==> config.mk <==
export PLATFORM = sky130hd
export DESIGN_NAME = qrv_delay
export DESIGN_NICKNAME = d
export VERILOG_FILES = /design/src/hdl/qrv_delay.sv
export SDC_FILE = /design/constraint.sdc
export NUM_CORES = 1
export LEC_CHECK = 0
export ABC_AREA = 1
export BUFFER_PORTS_ARGS = -buffer_cell sky130_fd_sc_hd__buf_2
export CORE_UTILIZATION = 40
export CTS_CLUSTER_DIAMETER = 150
export CTS_CLUSTER_SIZE = 24
export DETAILED_ROUTE_END_ITERATION = 12
export RECOVER_POWER = 100
export SLEW_MARGIN = 10
export SYNTH_ARGS = -nofsm -noshare
export SYNTH_HDL_FRONTEND = slang
export SYNTH_SLANG_ARGS = --single-unit
export TNS_END_PERCENT = 1
==> constraint.sdc <==
create_clock -name clk -period 0.8 [get_ports clk]
set_input_delay 0.12 -clock clk [delete_from_list [all_inputs] [get_ports clk]]
set_output_delay 0.12 -clock clk [all_outputs]
set_load 0.1 [all_outputs]
==> src/hdl/qrv_delay.sv <==
// qrv_delay: enable-gated shift line that keeps side data aligned with the cell chains
// standalone
`timescale 1ns / 1ps
`default_nettype none

module qrv_delay #(
  parameter int W = 8,
  parameter int D = 4
) (
  input  wire logic         clk,
  input  wire logic         en,
  input  wire logic [W-1:0] d_i,
  output logic      [W-1:0] d_o
);

  logic [W-1:0] tap_r [D];

  always_ff @(posedge clk) begin
    if (en) begin
      tap_r[0] <= d_i;
      for (int k = 1; k < D; k++) begin
        tap_r[k] <= tap_r[k-1];
      end
    end
  end

  assign d_o = tap_r[D-1];

endmodule

`default_nettype wire

==> flow_summary.toml <==
[outcome]
status = "finished with violations"
violations = "negative setup slack"

[grt]
grt_max_degree = 18
grt.total_usage = 0.0952
antenna_found_initial = 0
grt_pass1_wl_mm = 1.55
grt_overflow = 0
grt_pass1_vias = 369

[floorplan]
start_util = 0.430
placement_rows = 17
die_x_um = 51.0
dieArea_um2 = 2600
die_h_um = 51.0
ios = 18
core-area_um2 = 2230

[drt]
final_antenna_net_count = 0
finalWirelength_um = 919
wl_per_cell_um = 9.67
drc = 0
vias = 391
drtPass1Iterations = 4
via_per_inst = 4.12
drtIter0Drc = 7

[logic_synthesis]
ys_top_cells_by_area = "edfxtp_1 (100%)"
yosys.area.top_type = "edfxtp_1"
syn_inst = 32
synth_top_area_frac = 1.00
avgSynthCellArea_um2 = 30.0
seq_area_frac_synth = 1.00
synth_compound_area_frac = 0
synth_seq_cells = 32
yosys.area_share.simple = 0
ys_types = 1
synth_nets = 42
synth_fa_ha_area_frac = 0
synth_mux_area_frac = 0
yosys_warnings = 0
syn_area_um2 = 961
synth_xor_area_frac = 0

[power]
cellPowerDensity_nw_per_um2 = 2350
vdd_ir_drop_max_mv = 1.39
p_leak_nw = 0.490
p_total_mw = 3.15

[cts]
cts.repair.resized = 0
root_buffer = "clkbuf_4"
cts.sinks = 32
clk_latency_ps = 320
cts_buffers = 5
htreeDepth = 2
clockBufferDepth = 2
clkTransAtPathRegs_ps = 90
cts_tree = "built"

[worst_setup_path]
crit_start = "tap_r[3][7]"
worst-path-buf-inv = 1
cp.depth = 1
regToRegSetupSlack_ps = 170
critical_path.top_delay_family = "flip-flops"
crit_path_end_kind = "output port"
path_max_fanout = 1
crit_path_cell_trace = "buf_12"
crit_required_ps = 680
crit_path_end = "d_o[7]"
slowest_delay_ps = 420
ff2ff_path_depth = 0
cp-start-kind = "register"
timing.rr.end = "tap_r[2][2]"
r2r-start = "tap_r[1][2]"
cp_slowest_cell = "edfxtp_1"
worst-endpoint-arrival_ps = 930
critPathKind = "reg -> out"

[layout]
final_common_cell = "edfxtp_1"
reg_top3 = "tap_r: 32 flops"
multi_input_comb_cells = 0
syn2layout_area_growth_pct = 39.3
n_fill_cell = 167
n_antenna_cell = 0
layout_common_cells = "edfxtp_1 (32), dlygate4sd3_1 (8), buf_2 (8), buf_12 (8), clkbuf_4 (5)"
drive_above_1_share = 0.343
multiInputGateArea_um2 = 0
layout.nets = 76
largest_register_ffs = 32
top_register = "tap_r"

[timing]
fin_crit_ps = 1050
setup_viol = 8
tightest_slew_ps = 401
fin_crit_sh = 1.32
finalHoldViolations = 0
maxSlewViolCount = 0
rsz0062_at_grt = "true"
worst_slack_ps = -252
fin_worst_skew_ps = 6.46
relSlewSlack = 0.733
fmax_mhz = 950

[job]
drv_cap = 0

[place]
place_congestion = 0.571
io_buffers = 17
dp_slack_ps = 83.7

[hold_path]
hold_path_class = "in -> reg"
hold_depth = 2
## area by class of cell
type / count / area, um^2 / area share
Clock inverter: 1 / 3.75 / 0.00280
Sequential cell: 32 / 961 / 0.718
Clock buffer: 7 / 45.0 / 0.0336
Timing Repair Buffer: 27 / 294 / 0.220
Tap cell: 28 / 35.0 / 0.0262
## worst min path at each step
stage	startpoint	end	slack, ps
2_1_floorplan	d_i[0]	tap_r[0][0]	220
3_3_place_gp	d_i[3]	tap_r[0][3]	300
3_5_place_dp	d_i[6]	tap_r[0][6]	300
4_1_cts	en	tap_r[0][1]	200
5_1_grt	en	tap_r[0][1]	380
6_report	en	tap_r[0][1]	370
## power by group
group | switching (mW) | internal [mW] | leakage [nW] | total (mW)
clock | 0.463 | 0.337 | 0.0269 | 0.800
combinational | 0.212 | 0.127 | 0.150 | 0.339
sequential | 0.0344 | 1.97 | 0.313 | 2.01
## layer usage
metal	up-vias	wire, um	track usage
met3	6	106	0.0714
met2	23	427	0.127
li1	195	-	-
met5	-	0	0
met1	167	348	0.0950
met4	0	37	0.0833
## stage by stage
stage                     cells  hold WS, ps  utilization  instance area, um^2  setup TNS (ps)
after floorplan              32          219            -                  961           -1790
after global routing         95          381        0.599                 1340           -2350
after detailed placement     79          298        0.556                 1240               0
final                        95          371        0.599                 1340           -1930
after global placement       79          296        0.556                 1240               0
after CTS                    95          202        0.613                 1370           -2130
## cells in the mapped netlist
cell type	number
edfxtp_1	32
## what timing repair did
action / 4_1_cts / 5_1_grt
endpoints found under the setup margin: 8 / 8
hold buffers: 8 / 0
cloned: 0 / 0
hold endpoints to repair: 8 / 0
setup buffers: 0 / 0
## kinds of logic (layout without fill, tap and decap cells)
family,after synthesis,in the layout
flip-flops,32,32
buffers and inverters,0,35
No activity file was read; power rests on OpenSTA's default activity.
