--- src/hdl/qrv_sqrt_cell.sv ---
// qrv_sqrt_cell: one digit step of the pipelined integer square root
// standalone, chained by the top level
`timescale 1ns / 1ps
`default_nettype none

module qrv_sqrt_cell #(
  parameter int RTW = 33,
  parameter int RDW = 66
) (
  input  wire logic           clk,
  input  wire logic           en,
  input  wire logic [RTW+2:0] rem_i,
  input  wire logic [RTW-1:0] root_i,
  input  wire logic [RDW-1:0] rad_i,
  output logic      [RTW+2:0] rem_o,
  output logic      [RTW-1:0] root_o,
  output logic      [RDW-1:0] rad_o
);

  localparam int RMW = RTW + 3;

  logic [RMW-1:0] rem_sh;
  logic [RMW-1:0] trial;
  logic [RMW-1:0] rem_nxt;
  logic [RTW-1:0] root_nxt;
  logic [RDW-1:0] rad_nxt;
  logic [RMW-1:0] rem_r;
  logic [RTW-1:0] root_r;
  logic [RDW-1:0] rad_r;

  always_comb begin
    rem_sh  = {rem_i[RMW-3:0], rad_i[RDW-1:RDW-2]};
    trial   = {1'b0, root_i, 2'b01};
    rad_nxt = {rad_i[RDW-3:0], 2'b00};
    if (rem_sh >= trial) begin
      rem_nxt  = rem_sh - trial;
      root_nxt = {root_i[RTW-2:0], 1'b1};
    end else begin
      rem_nxt  = rem_sh;
      root_nxt = {root_i[RTW-2:0], 1'b0};
    end
  end

  always_ff @(posedge clk) begin
    if (en) begin
      rem_r  <= rem_nxt;
      root_r <= root_nxt;
      rad_r  <= rad_nxt;
    end
  end

  assign rem_o  = rem_r;
  assign root_o = root_r;
  assign rad_o  = rad_r;

endmodule

`default_nettype wire

--- config.mk ---
export PLATFORM = sky130hd
export DESIGN_NAME = qrv_sqrt_cell
export DESIGN_NICKNAME = d
export VERILOG_FILES = /design/src/hdl/qrv_sqrt_cell.sv
export SDC_FILE = /design/constraint.sdc
export NUM_CORES = 1
export LEC_CHECK = 0
export BUFFER_PORTS_ARGS = -buffer_cell sky130_fd_sc_hd__buf_2
export CAP_MARGIN = 20
export CORE_MARGIN = 1.5
export CORE_UTILIZATION = 52
export CTS_CLUSTER_SIZE = 12
export DETAILED_ROUTE_END_ITERATION = 6
export GPL_TIMING_DRIVEN = 0
export PLACE_DENSITY_LB_ADDON = 0.12
export SKIP_CTS_REPAIR_TIMING = 1
export SLEW_MARGIN = 10
export SYNTH_ARGS = -nofsm -noshare
export SYNTH_HDL_FRONTEND = slang
export SYNTH_SLANG_ARGS = --single-unit
--- constraint.sdc ---
create_clock -name clk -period 7.7 [get_ports clk]
set_clock_uncertainty 0.1 [all_clocks]
set_input_delay 0.385 -clock clk [delete_from_list [all_inputs] [get_ports clk]]
set_output_delay 0.385 -clock clk [all_outputs]
set_load 0.05 [all_outputs]
==> results.md <==
- Status: complete, no violations
- Placed Instances: 914
- Layout cell share with drive strength beyond 1: 45.0%
- Yosys top cell by area: edfxtp_1
- # IOs: 272
- Post-synth EDFFs: about 130
- Largest net degree at the start of global routing: 92
- Antenna Violating Nets Remaining: 0
- Final instance area: 8790 sq um
- Worst-Margin Slew: 0.540 ns
- Max Cap Viol: 0
- Wl on met1: 5.90 mm
- Async set-reset flop share out of synthesis: 0%
- Pleak: 4.01 nW
- Final setup TNS: 0 ns
- Fin crit share: 40.5%
- RePlAce Congestion: 0.853
- Mapped Cells: about 480
- CTS tree: yes
- Vias: between 4000 and 5000
- Clk buf depth: 2
- 1st-iter DRT viols: 312
- WL met3: roughly 1.1 mm
- Diode count: 0
- Vias in the first global route: 4834
- Grt ovf: 0
- RSZ-0062 raised after global routing: false
- Final Max Slew Viols: 0
- CTS root buf: clkbuf_16
- Critical Path Start Type: input port
- Netlist Area Pre-Place: 6580 sq um
- CP Capture Type: register
- Slew headroom: a little under two thirds
- Layout area overhead: 33.6%
- DP Worst Slack: ~4.2 ns
- Post-synthesis sequential area ratio: 60.7%
- Synthesized flop and latch total: 133
- Period minus WS final: between 3 and 4 ns
- Number of CTS-inserted buffers: 17
- Worst-path fanout max: 10
- DR pass1 iterations: 4
- DP HPWL: 11.8 mm
- Final Hold Vio Count: 0
- DRC Markers: 0
- Worst min-delay path class: input port to register
- Initial Util: a little over half
- Layout Utilization: 72.3%
- Die ar.: about 13000 sq um
- WL met2: roughly 8.2 mm
- First-pass GRT wire length: 23.6 mm
- Dpl cell area: ~8000 sq um
- Die width: 115 um
- Total power: between 2 and 2.5 mW
- Final setup margin: about 4.6 ns
- WL final: 15.4 mm
- Core ar.: roughly 12000 sq um
- Total clock sinks: 133
- Clk pin slew, worst setup/hold paths: 0.06 ns
- Synth cell types: 56
- Uppermost layer routed: met4
- H-Tree Depth: 4
- Max VDD drop: 133 uV
- CP Data Arrival Time: 3.18 ns
- YS warnings: 0
- Top cells by area, synth: edfxtp_1, ha_1, mux2_4, inv_1, xnor2_1
- Power Density: 272 nW/um^2
- Die height: roughly 120 um
- Initial antenna violation count: 0
- Top-area cell type share of the netlist area: 60.7%
- Site Rows: 40
- CP Class: input port to register
- Post-Syn Area per Cell: 13.8 sq um
- Fin nets: 937
- Setup violations, final: 0
- FMAX: 0.321 GHz
- Port Buf Inserts: 267
- Critical path data required time: a little under 8 ns
- Fin cells: around 950
- Predominant post-synthesis flop cell: edfxtp_1
- Total GRT Usage: a little under a quarter
- Avg WL per Cell: 16.3 um
- Hold slack: 0.0400 ns
- Routed vias/inst: 5.15
## cells by family (layout without fill, tap and decap cells)
kind of cell               Yosys count  count (layout)  share of synthesized area (%)
buffers and inverters               57             356                           3.75
other                                1               2                         0.0570
muxes                               32              32                           6.94
DFF                                133             133                           60.7
adders and majority gates           35              35                           6.66
and+or+nand+nor                     88              88                           6.85
AOI/OAI and AO/OA                  100             100                           10.9
xor gates and xnor gates            31              31                           4.13
## metal layers
layer	vias up	global-route usage, %
li1	2372	-
met1	2269	26.5
met2	194	41.2
met3	30	7.37
met4	0	9.55
met5	-	0
## layout by cell type (no fill, tap or decap), types with 7 or more instances in the layout
cell type	n
nand2_1	27
edfxtp_1	133
o21ai_0	20
nand4_1	7
and3_1	11
xnor2_1	19
buf_2	266
a21o_1	9
nor2_1	12
xor2_1	12
inv_1	47
mux2_4	26
ha_1	35
clkbuf_16	17
nand3_1	9
a21oi_1	33
## synthesized netlist by cell type (2+ instances only)
master / number
clkbuf_1: 4
nor3b_1: 2
nor2_1: 12
a211oi_1: 3
o21a_1: 5
nor2b_1: 4
buf_6: 3
a21o_1: 9
a21oi_1: 33
ha_1: 35
a31o_2: 2
or2_2: 2
nand3_1: 9
buf_4: 2
and2_1: 3
and4_1: 2
nand2_1: 27
xor2_1: 12
o211ai_1: 4
mux2_4: 26
edfxtp_1: 133
o21bai_1: 4
inv_1: 47
nand4_1: 7
mux2_2: 5
o21ai_0: 20
nor3_1: 5
and3_1: 11
xnor2_1: 19
## flip-flops by register name (all words and copies together), names as in the netlist
| name | cells |
|---|---|
| rad_o | 64 |
| rem_o | 36 |
| root_o | 33 |
## power by group
part	internal [mW]	switching, mW
sequential	0.887	0.0163
combinational	0.199	0.437
clock	0.544	0.309
## worst paths after layout
| path | from | endpoint | depth (start not counted) |
|---|---|---|---|
| setup / recovery | root_i[22] | rem_o[26] | 13 |
| hold / removal | rad_i[60] | rad_o[62] | 1 |
## worst max-delay path, stage by stage
cell and delay (ns):
buf_2 0.10, inv_1 0.04, ha_1 0.40, and4_1 0.29, and3_1 0.21, nor2b_1 0.28
nand2_1 0.14, o211ai_4 0.29, a41o_4 0.30, a21oi_4 0.08, inv_4 0.13, buf_6 0.20
mux2_4 0.32
## layout make-up
type,instances,area (sq um)
sequential,133,3990
buffer,9,63.8
clock buffer,17,425
fill,868,3370
timing repair buffer,268,1370
multi-input combinational,288,2340
clock inverter,14,201
inverter,48,183
tap,168,210
Note: power is estimated with default switching activity, not from simulation.
