==> src/hdl/qrv_div_cell.sv <==
// qrv_div_cell: one quotient bit of a pipelined restoring divider
// standalone, chained by the top level
`timescale 1ns / 1ps
`default_nettype none

module qrv_div_cell #(
  parameter int NW = 50,
  parameter int DW = 18
) (
  input  wire logic          clk,
  input  wire logic          en,
  input  wire logic [DW-1:0] rem_i,
  input  wire logic [NW-1:0] num_i,
  input  wire logic [DW-1:0] den_i,
  input  wire logic          neg_i,
  output logic      [DW-1:0] rem_o,
  output logic      [NW-1:0] num_o,
  output logic      [DW-1:0] den_o,
  output logic               neg_o
);

  logic [DW:0]   trial;
  logic [DW:0]   diff;
  logic [DW-1:0] rem_nxt;
  logic [NW-1:0] num_nxt;
  logic [DW-1:0] rem_r;
  logic [NW-1:0] num_r;
  logic [DW-1:0] den_r;
  logic          neg_r;

  always_comb begin
    trial = {rem_i, num_i[NW-1]};
    diff  = trial - {1'b0, den_i};
    if (trial >= {1'b0, den_i}) begin
      rem_nxt = diff[DW-1:0];
      num_nxt = {num_i[NW-2:0], 1'b1};
    end else begin
      rem_nxt = trial[DW-1:0];
      num_nxt = {num_i[NW-2:0], 1'b0};
    end
  end

  always_ff @(posedge clk) begin
    if (en) begin
      rem_r <= rem_nxt;
      num_r <= num_nxt;
      den_r <= den_i;
      neg_r <= neg_i;
    end
  end

  assign rem_o = rem_r;
  assign num_o = num_r;
  assign den_o = den_r;
  assign neg_o = neg_r;

endmodule

`default_nettype wire

==> config.mk <==
export PLATFORM = sky130hd
export DESIGN_NAME = qrv_div_cell
export DESIGN_NICKNAME = d
export VERILOG_FILES = /design/src/hdl/qrv_div_cell.sv
export SDC_FILE = /design/constraint.sdc
export NUM_CORES = 1
export LEC_CHECK = 0
export BUFFER_PORTS_ARGS = -buffer_cell sky130_fd_sc_hd__buf_4
export CORE_MARGIN = 3
export CORE_UTILIZATION = 43
export DETAILED_ROUTE_END_ITERATION = 6
export PLACE_DENSITY_LB_ADDON = 0.2
export REMOVE_ABC_BUFFERS = 1
export SYNTH_ARGS = -nofsm -noshare
export SYNTH_HDL_FRONTEND = slang
export SYNTH_SLANG_ARGS = --single-unit
==> constraint.sdc <==
create_clock -name clk -period 2.7 [get_ports clk]
set_input_delay 0.405 -clock clk [delete_from_list [all_inputs] [get_ports clk]]
set_output_delay 0.405 -clock clk [all_outputs]
set_load 0.03 [all_outputs]
==> results.py, run 1 <==
metrics = {
    "sta": {
        "max_freq_mhz": 416,
        "tns_ns": 0,
        "hold_violations": 0,
        "grt_setup_unrepaired": "false",
        "post-route-period-util": 0.889,
        "slew_headroom": 0.694,
        "slew_violations": 0,
        "period_needed_ns": 2.40,
        "tightest_slew_ns": 0.459,
        "setup_viol": 0,
    },
    "drt": {
        "wire_per_inst_um": 16.6,
        "ant_nets": 0,
        "viasPerCell": 5.03,
        "drc": 0,
        "drtIter0Drc": 127,
        "vias": 2915,
        "routed_wl_um": 9630,
        "firstDrtPassIters": 4,
    },
    "layout": {
        "final_common_cell": "buf_4",
        "antennaDiodeCount": 0,
        "num-nets-final": 575,
        "fin_cells": 579,
        "layout_common_cells": "192 x buf_4, 87 x edfxtp_1, 23 x inv_1",
        "drive_above_1_share": 0.499,
        "area_growth_syn_to_layout_pct": 43.9,
    },
    "clocking": {
        "clockBufferDepth": 2,
        "cts.sinks": 87,
        "cts_hold_buf": 0,
        "cts_resized": 0,
        "htree_levels": 3,
        "cts_tree": "yes",
        "cts_buffers": 9,
        "cts-root-buf": "clkbuf_8",
        "clk_pin_slew_ns": 0.10,
        "post_cts_buffers": 0,
    },
    "worst_hold_path": {
        "hold_depth": 1,
        "hp-start": "num_i[46]",
        "worstHoldEndpoint": "num_o[47]$_DFFE_PP_",
        "hp-class": "input port to flip-flop",
    },
    "power": {
        "p_leak_uw": 0.00254,
        "irDropWorstVdd_mv": 0.348,
        "powerDensity_nw_per_um2": 620,
    },
    "critical_path": {
        "required_ns": 2.82,
        "path_class": "input port to flip-flop",
        "critPathCaptureType": "flip-flop",
        "crit_fanout": 2,
        "cp-start-kind": "input port",
        "cp_cell_sequence": "buf_4 -> inv_1 -> ha_1 -> inv_1 -> fa_1 -> a21o_1 -> a221oi_2 -> buf_4 -> o211ai_1 -> a31oi_1 -> xnor2_1 -> mux2_4",
        "critical_path_arrival_ns": 2.52,
        "max_stage_delay_ns": 0.39,
        "cp_slowest_cell": "fa_1",
    },
    "synth": {
        "synth_warnings": 0,
        "synth_area_per_cell_um2": 14.8,
        "ys_seq_elements": 87,
        "synth_edf_count": 87,
        "synth_cell_types": 50,
        "syn_inst": 268,
        "synth-async-reset-ratio": 0,
        "yosysSeqAreaShare": 0.657,
        "syn_area_um2": 3970,
        "synth_ff_type": "edfxtp_1",
    },
    "global_routing": {
        "grtUsageTotal": 0.183,
        "grt_pass1_vias": 2904,
        "grt_max_degree": 55,
        "antenna_found_initial": 0,
        "overflow": 0,
        "grt_pass1_wl_um": 14500,
    },
    "job": {
        "drv_cap": 0,
    },
    "floorplanning": {
        "ios": 176,
        "rows": 34,
        "start_util": 0.449,
        "die_h_um": 102,
        "fp.dieW_um": 102,
        "core_area_um2": 8850,
        "die-area_um2": 10400,
    },
    "place": {
        "dp_cells": 564,
        "place_hpwl_um": 7550,
        "gp_congestion": 0.919,
        "port_buffers": 175,
    },
    "outcome": {
        "outcome": "finished, final reports clean",
    },
}
[layer usage]
layer  track usage  routed length (µm)  vias to the layer above
li1              -                   -                     1409
met1         0.203                3630                     1358
met2         0.329                5030                      134
met3        0.0553                 815                       14
met4        0.0656                 152                        0
met5             0                   0                        -
[cell usage after synthesis (all sizes together), types with 3 or more instances]
cell type	count	area, µm²
a211oi	4	35.0
a21o	6	46.3
a21oi	9	45.0
a311oi	3	26.3
a31oi	4	25.0
and3	3	20.0
buf	5	61.3
edfxtp	87	2610
ha	18	225
inv	23	86.3
mux2	16	203
mux2i	3	30.0
nand2	16	60.1
nand3	6	30.0
nor2	14	52.6
nor3	5	30.0
o211a	3	30.0
o21ai	7	35.0
xnor2	7	61.3
xor2	3	26.3
[critical path: cells and delay by family]
family | cells | cell delay [ns]
XOR/XNOR | 1 | 0.08
buffers and inverters | 4 | 0.38
AO/OA/AOI/OAI | 4 | 0.83
adder cells (fa/ha/maj) | 2 | 0.55
multiplexers | 1 | 0.26
[area by class of cell]
cell class	instances	area (µm²)
clock buffer	9	124
inverter	23	86.3
timing repair buffer	194	1480
fill	704	3130
clock inverter	6	70.1
tap	108	135
multi-input combinational	152	1210
sequential	87	2610
[kinds of logic (layout without fill, tap and decap cells)]
| kind of cell | Yosys count | count (layout) | share of synthesized area |
|---|---|---|---|
| flops | 87 | 87 | 0.657 |
| simple gates | 56 | 56 | 0.0734 |
| compound gates | 48 | 48 | 0.0888 |
| buf+inv | 29 | 232 | 0.0381 |
| fa+ha+maj | 19 | 19 | 0.0617 |
| mux | 19 | 19 | 0.0586 |
| xor+xnor | 10 | 10 | 0.0220 |
[stage by stage]
| stage | area [µm²] | hold WS, ns | worst slack [ns] | util | power, µW |
|---|---|---|---|---|---|
| floorplan | 3910 | 0.504 | -0.188 | - | 2250 |
| global route | 5720 | 0.187 | 0.143 | 0.646 | 3720 |
| CTS | 5720 | 0.202 | 0.322 | 0.646 | 3580 |
| finish | 5720 | 0.216 | 0.298 | 0.646 | 3550 |
| global placement | 5530 | 0.583 | -0.0387 | 0.624 | 2660 |
| detailed placement | 5530 | 0.585 | -0.0573 | 0.624 | 2680 |
[where the power goes]
group	switching, µW	internal, µW	total (µW)	leakage, µW
clock	478	429	907	0.0000883
combinational	541	427	968	0.00160
sequential	34.1	1640	1670	0.000852
[registers in the layout, summed over array words and instances (netlist names)]
name and count:
den_o 18, rem_o 18, neg_o 1, num_o 50
[worst max-delay path by stage]
stage / depth (start not counted) / to / from
final: 12 / rem_o[14]$_DFFE_PP_ / num_i[49]
after global placement: 12 / rem_o[14]$_DFFE_PP_ / num_i[49]
after CTS: 12 / rem_o[14]$_DFFE_PP_ / num_i[49]
after floorplan: 8 / rem_o[1]$_DFFE_PP_ / den_i[4]
after detailed placement: 12 / rem_o[14]$_DFFE_PP_ / num_i[49]
after global routing: 11 / rem_o[12]$_DFFE_PP_ / num_i[49]
Power figures use the tool's default switching activity.
==> inputs of run 2 (changes only) <==
GPL_TIMING_DRIVEN = 0   (was not set)
clock period = 2.19 ns   (was 2.7 ns; I/O delays follow)
==> run 2 against run 1 <==
- sequential power rose by 23%
- sequential share of layout area decreased by 0.80 points
- the flow now finishes with violations (setup timing)
- first-iteration DRC count fell by 28%
- critical path type unchanged
- largest power group unchanged
==> results.py, run 2 (synthesis results as in run 1) <==
metrics = {
    "outcome": {
        "outcome": "finished, violations left",
        "violations": "setup timing",
    },
    "critical_path": {
        "critical_path_arrival_ns": 2.33,
        "path_class": "input port to flip-flop",
        "required_ns": 2.29,
        "critPathCaptureType": "flip-flop",
        "cp-start-kind": "input port",
        "crit_fanout": 4,
    },
    "sta": {
        "holdWs_ns": 0.156,
        "slew_headroom": 0.273,
        "setup_viol": 6,
        "period_needed_ns": 2.23,
        "final.setup.worst_slack_ns": -0.0398,
        "hold_violations": 0,
        "post-route-period-util": 1.02,
        "tightest_slew_ns": 1.09,
        "max_freq_mhz": 448,
        "slew_violations": 0,
        "tns_ns": -0.117,
        "grt_setup_unrepaired": "true",
    },
    "layout": {
        "antennaDiodeCount": 0,
        "nFillCells": 683,
        "finish.instance_area_um2": 5820,
        "multiInputGateArea_um2": 1380,
        "layout_common_cells": "187 x buf_4, 87 x edfxtp_1, 21 x inv_1",
        "drive_above_1_share": 0.533,
        "fin_cells": 575,
        "largest_register_ffs": 50,
        "area_growth_syn_to_layout_pct": 46.5,
        "register_area_um2": 2610,
        "final_common_cell": "buf_4",
        "num-nets-final": 570,
    },
    "place": {
        "dpl_cell_area_um2": 5360,
        "place_hpwl_um": 6890,
        "port_buffers": 175,
        "dp_cells": 545,
        "post-place-ws_ns": -1.24,
        "gp_congestion": 0.910,
    },
    "clocking": {
        "cts_tree": "yes",
        "cts-root-buf": "clkbuf_8",
        "htree_levels": 3,
        "cts_hold_buf": 0,
        "cts_buffers": 9,
        "cts.sinks": 87,
        "clk_pin_slew_ns": 0.09,
        "clockBufferDepth": 2,
    },
    "drt": {
        "routed_wl_um": 9460,
        "ant_nets": 0,
        "wire_per_inst_um": 16.5,
        "drc": 0,
        "firstDrtPassIters": 4,
        "drtIter0Drc": 91,
        "vias": 2888,
        "viasPerCell": 5.02,
    },
    "floorplanning": {
        "fp.dieW_um": 102,
        "die-area_um2": 10400,
        "core_area_um2": 8850,
        "die_h_um": 102,
        "start_util": 0.449,
        "ios": 176,
        "rows": 34,
    },
    "global_routing": {
        "grt_max_degree": 88,
        "grt_most_used_layer": "met2",
        "antenna_found_initial": 0,
        "grtUsageTotal": 0.174,
        "grt_pass1_wl_um": 13800,
        "grt_pass1_vias": 2791,
        "grt_use_met3": 0.0532,
        "overflow": 0,
        "grt_use_met1": 0.209,
        "use_met2": 0.301,
    },
    "job": {
        "drv_cap": 0,
    },
    "power": {
        "powerDensity_nw_per_um2": 739,
        "irDropWorstVdd_mv": 0.357,
        "p_leak_uw": 0.00251,
    },
    "worst_hold_path": {
        "hp-class": "input port to flip-flop",
    },
}
==> run 2: layout make-up <==
| cell class | count | share of cell area |
|---|---|---|
| clock buffer | 10 | 0.0219 |
| inverter | 23 | 0.0153 |
| tap | 108 | 0.0232 |
| multi-input combinational | 152 | 0.237 |
| clock inverter | 6 | 0.00774 |
| sequential | 87 | 0.449 |
| timing repair buffer | 189 | 0.247 |
==> run 2: metal layers <==
metal / vias to the layer above / share of wire
li1: 1407 / -
met1: 1354 / 0.40
met2: 119 / 0.50
met3: 8 / 0.090
met4: 0 / 0.0099
met5: - / 0
==> run 2: worst paths after layout <==
kind,depth (start not counted),from,to,slack [ns]
max,12,num_i[49],rem_o[12]$_DFFE_PP_,-0.04
min,1,num_i[27],num_o[28]$_DFFE_PP_,0.16
==> run 2: through the flow <==
stage / utilization / power (µW)
2_1_floorplan: - / 2770
6_report: 0.658 / 4300
3_5_place_dp: 0.605 / 3240
5_1_grt: 0.658 / 4500
3_3_place_gp: 0.605 / 3220
4_1_cts: 0.656 / 4350
==> run 2: repair_timing <==
action | 4_1_cts | 5_1_grt
endpoints found under the setup margin | 19 | 15
pin swaps | 14 | 8
gates resized for setup | 31 | 2
buffers inserted | 13 | 1
==> run 2: critical path: stages <==
cell	delay, ns
buf_6	0.10
inv_4	0.05
ha_4	0.13
inv_2	0.03
fa_2	0.34
a21o_1	0.23
a221oi_4	0.29
buf_4	0.18
o21ai_4	0.08
a311oi_2	0.24
xnor2_1	0.09
mux2_4	0.26
==> run 2: where the power goes <==
group	leakage, µW	internal (µW)	total, µW	switching [µW]
clock	0.0000793	419	1000	585
combinational	0.00158	548	1240	687
sequential	0.000852	2020	2060	41.8
==> inputs of run 3 (changes only) <==
CELL_PAD_IN_SITES_DETAIL_PLACEMENT = 1   (was not set)
CELL_PAD_IN_SITES_GLOBAL_PLACEMENT = 2   (was not set)
CORE_UTILIZATION = 27   (was 43)
==> run 3 against run 2 <==
- the run still ends with setup timing left
- setup slack got worse by 0.043 ns
- clock power rose by 64%
- via count rose by 4.1%
- wire length rose by 17%
- flip-flop and latch count did not move
- die area rose by 55%
- global-route usage fell by 3.8 points
- critical path depth fell by 1
- largest power group unchanged
- highest routed layer unchanged
==> results.py, run 3 (synthesis results as in run 1) <==
metrics = {
    "layout": {
        "register_area_um2": 2610,
        "final_common_cell": "buf_4",
        "largest_register_ffs": 50,
        "finish.instance_area_um2": 6170,
        "antennaDiodeCount": 0,
        "num-nets-final": 574,
        "nFillCells": 1480,
        "multiInputGateArea_um2": 1440,
        "drive_above_1_share": 0.546,
        "area_growth_syn_to_layout_pct": 55.3,
        "layout_common_cells": "190 x buf_4, 87 x edfxtp_1, 20 x inv_1",
    },
    "floorplanning": {
        "fp.dieW_um": 127,
        "die-area_um2": 16200,
        "ios": 176,
        "die_h_um": 127,
        "start_util": 0.281,
        "rows": 43,
        "core_area_um2": 14100,
    },
    "worst_hold_path": {
        "hp-class": "input port to flip-flop",
    },
    "global_routing": {
        "antenna_found_initial": 0,
        "overflow": 0,
        "grt_pass1_wl_um": 17000,
        "grt_max_degree": 88,
        "grt_pass1_vias": 3131,
        "grtUsageTotal": 0.136,
    },
    "job": {
        "drv_cap": 0,
    },
    "sta": {
        "final.setup.worst_slack_ns": -0.0824,
        "post-route-period-util": 1.04,
        "tns_ns": -0.206,
        "max_freq_mhz": 440,
        "hold_violations": 0,
        "holdWs_ns": 0.158,
        "tightest_slew_ns": 1.12,
        "slew_violations": 0,
        "grt_setup_unrepaired": "true",
        "slew_headroom": 0.253,
        "period_needed_ns": 2.27,
        "setup_viol": 10,
    },
    "critical_path": {
        "path_class": "input port to flip-flop",
        "cp_cell_sequence": "buf_6 -> inv_4 -> ha_4 -> inv_2 -> fa_2 -> a21o_1 -> a221oi_4 -> o211ai_1 -> a31oi_1 -> xnor2_1 -> mux2_4",
        "cpLargestDelayFamily": "compound AO/OA/AOI/OAI gates",
        "required_ns": 2.29,
        "crit_fanout": 3,
        "cp-start-kind": "input port",
        "max_stage_delay_ns": 0.34,
        "critPathCaptureType": "flip-flop",
        "critical_path_arrival_ns": 2.37,
        "critPathBufInv": 3,
        "cp_slowest_cell": "fa_2",
    },
    "place": {
        "place_hpwl_um": 8070,
        "port_buffers": 175,
        "dpl_cell_area_um2": 5450,
        "gp_congestion": 0.743,
        "post-place-ws_ns": -1.40,
    },
    "clocking": {
        "cts.sinks": 87,
        "clockBufferDepth": 2,
        "clk_pin_slew_ns": 0.07,
        "cts-root-buf": "clkbuf_16",
        "cts_tree": "yes",
        "htree_levels": 3,
        "cts_buffers": 9,
    },
    "drt": {
        "viasPerCell": 4.62,
        "ant_nets": 0,
        "routed_wl_um": 11000,
        "wire_per_inst_um": 17.0,
        "drtIter0Drc": 109,
        "firstDrtPassIters": 4,
        "vias": 3007,
        "drc": 0,
    },
    "power": {
        "p_leak_uw": 0.00262,
        "powerDensity_nw_per_um2": 809,
        "irDropWorstVdd_mv": 0.458,
    },
    "outcome": {
        "violations": "setup timing",
        "outcome": "finished, violations left",
    },
}
-- run 3: stage by stage --
stage / instances / util / total power (µW)
global route: 651 / 0.436 / 5230
detailed placement: 617 / 0.385 / 3270
finish: 651 / 0.436 / 4990
floorplan: 262 / - / 2770
CTS: 648 / 0.433 / 5050
global placement: 617 / 0.385 / 3250
-- run 3: layout make-up --
class	instances	area share
Clock buffer	11	0.0377
Clock inverter	5	0.0134
Inverter	23	0.0144
Multi-Input combinational cell	152	0.233
Sequential cell	87	0.423
Tap cell	180	0.0365
Timing Repair Buffer	193	0.242
-- run 3: final timing paths --
kind                  depth (start not counted)                  end       from
worst min-delay path                          1  num_o[18]$_DFFE_PP_  num_i[17]
worst max-delay path                         11  rem_o[14]$_DFFE_PP_  num_i[49]
-- run 3: power breakdown --
group          leakage (µW)  switching (µW)  internal (µW)
clock              0.000154             642           1000
sequential         0.000852            43.6           2020
combinational       0.00161             707            576
total               0.00262            1390           3600
-- run 3: timing repair --
item,CTS,global route
gates cloned,1,0
hold endpoints to repair,0,0
pin swaps,16,7
endpoints found under the setup margin,19,15
hold buffers,0,0
buffers inserted,14,3
resized for setup,40,3
-- run 3: layer usage --
layer	vias to the layer above	routed length, µm	global-route usage	share of wire
met4	0	98	0.0360	0.0089
met5	-	0	0	0
met3	7	1100	0.0535	0.10
met1	1455	4630	0.169	0.42
met2	130	5210	0.220	0.47
li1	1415	-	-	-
